File: src/rtl/shist_ram.sv
module shist_ram #(
   parameter int WIDTH = 64,
   parameter int DEPTH = 64
) (
   input  logic                     clock,
   input  logic                     wr_en,
   input  logic [$clog2(DEPTH)-1:0] wr_addr,
   input  logic [WIDTH-1:0]         wr_data,
   input  logic [$clog2(DEPTH)-1:0] rd_addr,
   output logic [WIDTH-1:0]         rd_data
);
   logic [WIDTH-1:0] mem_ff [DEPTH];
   logic [WIDTH-1:0] rd_data_ff;

   // write port and registered read port
   always_ff @(posedge clock) begin
      if (wr_en) begin
         mem_ff[wr_addr] <= wr_data;
      end
      rd_data_ff <= mem_ff[rd_addr];
   end

   assign rd_data = rd_data_ff;
endmodule

File: config.mk
export PLATFORM = sky130hd
export DESIGN_NAME = shist_ram
export DESIGN_NICKNAME = d
export VERILOG_FILES = /design/src/rtl/shist_ram.sv
export SDC_FILE = /design/constraint.sdc
export NUM_CORES = 2
export LEC_CHECK = 0
export BUFFER_PORTS_ARGS = -buffer_cell sky130_fd_sc_hd__buf_2
export CORE_MARGIN = 2
export CORE_UTILIZATION = 55
export CTS_BUF_LIST = sky130_fd_sc_hd__clkbuf_8
export DETAILED_ROUTE_END_ITERATION = 12
export PLACE_DENSITY = 0.71
export SLEW_MARGIN = 20
export SYNTH_ARGS = -nofsm -noshare
export SYNTH_HDL_FRONTEND = slang
export SYNTH_SLANG_ARGS = --single-unit
File: constraint.sdc
create_clock -name clock -period 7.4 [get_ports clock]
set_clock_uncertainty 0.15 [all_clocks]
set_input_delay 1.11 -clock clock [delete_from_list [all_inputs] [get_ports clock]]
set_output_delay 1.11 -clock clock [all_outputs]
set_load 0.01 [all_outputs]
## Word level (Yosys, flattened, before mapping)

Memory sizes are Yosys's and may differ from the RTL's. A register that Yosys moved wholly into a read port is not among the register bits.
Index checks and enable logic that the tools add are counted.

| operators by class | value |
|---|---|
| muxes and demuxes | 2 |

Operator list:

| kind | number |
|---|---|
| $mux W1 | 2 |

| storage, ports and cells | value |
|---|---|
| register bits after elaboration | 0 |
| bits in writable memories | 4096 |
| input bits | 78 |
| output and inout port bits | 64 |
| logic and storage cells | 3 |
| memories | 1 |

Memories:

| memory | words | width | rd ports | clocked after Yosys merged registers in | write ports | line | text |
|---|---|---|---|---|---|---|---|
| mem_ff | 64 | 64 | 1 | 1 | 1 | 12 | `logic [WIDTH-1:0] mem_ff [DEPTH];` |

## Logic depth before layout (Yosys ltp)

| logic depth | value |
|---|---|
| word-level depth | 2 |
| gate-level depth with buffers | 9 |
| depth with buffers taken out | 5 |

## Worst setup path after synthesis

Ideal clock, no wire load.

| timing | value |
|---|---|
| kind | input port to flip-flop |
| start point | input port wr_addr[3] |
| end point | memory mem_ff[48][0], enable pin |
| setup time | 564 ps |
| data arrival time | 5982 ps |
| data required time | 6686 ps |
| slack | 704 ps |
| stages | 4 |
| buffers on the path | 1 |
| cells stage by stage | clkbuf_1 nor2b_1 nand4b_1 nor3_1 |

RTL lines:

| item | line | text |
|---|---|---|
| from (decl) | 7 | `input logic [$clog2(DEPTH)-1:0] wr_addr,` |
| to (decl) | 12 |  |

No word-level cell before the write port.

==> run metrics <==
Overall Power 46.32 mW; Fin. Hold Viols 0; DR vias/cell 6.769; DRC violation total after the first TritonRoute iteration 11540; Required @ worst endpoint 8.25 ns; EDFF count, synth 4096; Num Clock Sinks 4160; Clock transition at path regs 0.06 ns; vias post-DR 77680; DRC 0; logic gate share of total power 0.047; Primary FF master, synth edfxtp_1; die width 537.2 um; top cell family by delay on the critical path buffers and inverters; pwr dens 265.1 mW/mm^2; number of max-cap violations 0; maximum vdd drop 199.1 uV; placed instance count 10290; crit path kind in2reg; Initial Utilization 0.5534; Critical Path Fanout Max 36; I/O pin total 142; Reg power frac 0.566; fin crit period 3.462 ns; Detailed Route WL 417.7 mm; P_sw 10.52 mW; DPL Wire Length 217.8 mm; most frequent cells in the layout edfxtp_1 (4096), mux4_2 (1024), clkbuf_8 (678), inv_1 (241), a22oi_1 (168); Pleak 55.26 nW; Worst Path Buf+Inv 2; syn nets 6676; post-synthesis sequential area ratio 0.7949; worst path cell trace buf_2 > and2_4 > buf_4 > a22oi_1 > and3_1 > a211oi_1; detailed-router iteration count before antenna repair 6; vias in the first global route 78010; CTS tree built; worst min-delay path category in2reg; Overflow after GRT 0; IO buf count 141; clock power share 0.386; CTS Buffer Depth 4; slowest CP cell and2_4; FFs w/ async S/R, synth 0; Setup WS post-layout 3.938 ns; Synth Cell Area 0.1563 sq mm; dpl ws 2.711 ns; fillers 18750; Avg Inst Size Synth 23.70 sq um; f_max 288.8 MHz; die area 0.2886 sq mm; number of buffers created by CTS 643; Tot GR Track Use 0.2909; initial antenna violation count 37; Skew-Pair Late Insertion Delay 1.24 ns; Layout Area Growth over Synthesis 11.78%; CP arrival 4.31 ns; RSZ-0062 raised after global routing false; Final setup viols 0; post-route setup TNS 0 ns; Placeable Area 0.2825 sq mm; hold buffer count at cts 0; final hold slack 0.1854 ns; post_cts resized 0; row count 195; largest net degree at the start of global routing 117; postcts setup bufs 0; Root Buffer clkbuf_8; H-Tree Depth 6; R2R Setup Slk 5.01 ns; DRT antenna net count 0; Gate Count Post-Synth 6598; Die H 537.2 um; Critical Path Sink Type flop; GPL Wtd Cong 0.8056; Slowest Stage Delay on Critical Path 0.86 ns; layout cells sized above 1 0.2919; Final Max Tran Viols 0; commonest non-fill, non-tap cell in the layout edfxtp_1; synth unique cells 33; Syn. warnings 0; critical path launch point type primary input; relative slew slack 0.1839; Avg WL per Cell 36.40 um; internal power 35.80 mW; worst slew pin tran 1.224 ns; Final Non-Filler Cells 11480; first-pass GRT wire length 586.7 mm; outcome complete, no violations; switch share 0.2271; nets 7271; #FFs+latches synth 4160; crit share post-route 0.4679
-- flip-flops by register name, summed over array words and instances (netlist names) --
| register | cells |
|---|---|
| rd_data | 64 |
| mem_ff | 4096 |
-- worst register-to-register path: stages (launching register included) --
cell      delay [ns]
edfxtp_1        0.37
mux4_2          0.44
nor2b_1         0.14
a211oi_1        0.57
o22ai_1         0.38
and3_1          0.25
-- cell usage after synthesis (3+ instances only) --
cell type | instances | area (sq um)
nand2_1 | 58 | 217.7
a41oi_1 | 26 | 227.7
buf_2 | 170 | 850.8
or2_2 | 28 | 175.2
nor2_1 | 112 | 420.4
mux2i_1 | 135 | 1351
buf_4 | 34 | 255.2
a22o_1 | 88 | 770.7
nand2b_1 | 11 | 68.82
a2bb2oi_1 | 19 | 166.4
a22oi_1 | 168 | 1261
edfxtp_1 | 4096 | 123000
dfxtp_1 | 64 | 1281
o221ai_1 | 38 | 332.8
nor2b_1 | 28 | 175.2
a31oi_1 | 18 | 112.6
nand3_1 | 45 | 225.2
buf_1 | 20 | 75.07
or3_1 | 29 | 181.4
mux4_2 | 1024 | 23060
buf_6 | 6 | 67.56
clkbuf_1 | 140 | 525.5
inv_1 | 19 | 71.32
and3_1 | 64 | 400.4
and2_1 | 3 | 18.77
a211oi_1 | 63 | 473.0
o22ai_1 | 83 | 519.3
-- metal layers --
layer,up-vias,wire [um],share of wire,GRT usage
met5,-,60,0.00014,0
met4,10,15160,0.036,0.09744
met3,829,50270,0.12,0.06545
met2,5451,200500,0.48,0.4596
met1,41550,151700,0.36,0.4080
li1,29840,-,-,-
-- layout make-up --
type	count	area, sq um	area share
repair buffers	320	2878	0.01647
multi-input cells	2049	30780	0.1761
diodes	25	62.56	0.0003580
clock buffers	678	9331	0.05339
flip-flops and latches	4160	124300	0.7111
well taps	3743	4683	0.02680
clock inverters	481	2684	0.01536
inverters	19	71.32	0.0004081
-- kinds of logic after synthesis --
kind of cell | Yosys count | synth area share
flops | 4160 | 0.7949
mux | 1159 | 0.1561
compound gates | 504 | 0.02477
buf+inv | 389 | 0.01180
simple gates | 386 | 0.01240
-- stage by stage --
| stage | util | area, sq um |
|---|---|---|
| after floorplan | - | 156300 |
| after global placement | 0.5751 | 162500 |
| after detailed placement | 0.5753 | 162600 |
| after CTS | 0.6179 | 174600 |
| after global routing | 0.6184 | 174700 |
| final | 0.6186 | 174800 |
-- worst paths after layout --
check / endpoint / cells after the start / from
worst min register to register: rd_data[26]$_DFF_P_ / 4 / mem_ff[62][26]$_DFFE_PP_
worst max register to register: rd_data[26]$_DFF_P_ / 5 / mem_ff[9][26]$_DFFE_PP_
worst min-delay path: mem_ff[62][2]$_DFFE_PP_ / 1 / wr_data[2]
worst max-delay path: rd_data[37]$_DFF_P_ / 6 / rd_addr[3]
-- power groups by stage --
| stage | registers (mW) | clock network [mW] | logic (mW) |
|---|---|---|---|
| 2_1_floorplan | 26.7 | 0 | 1.21 |
| 3_3_place_gp | 26.7 | 0 | 2.14 |
| 3_5_place_dp | 26.7 | 0 | 2.19 |
| 4_1_cts | 26.2 | 18.1 | 2.19 |
| 5_1_grt | 26.2 | 19.1 | 2.32 |
| 6_report | 26.2 | 17.9 | 2.20 |
Power figures use the tool's default switching activity.
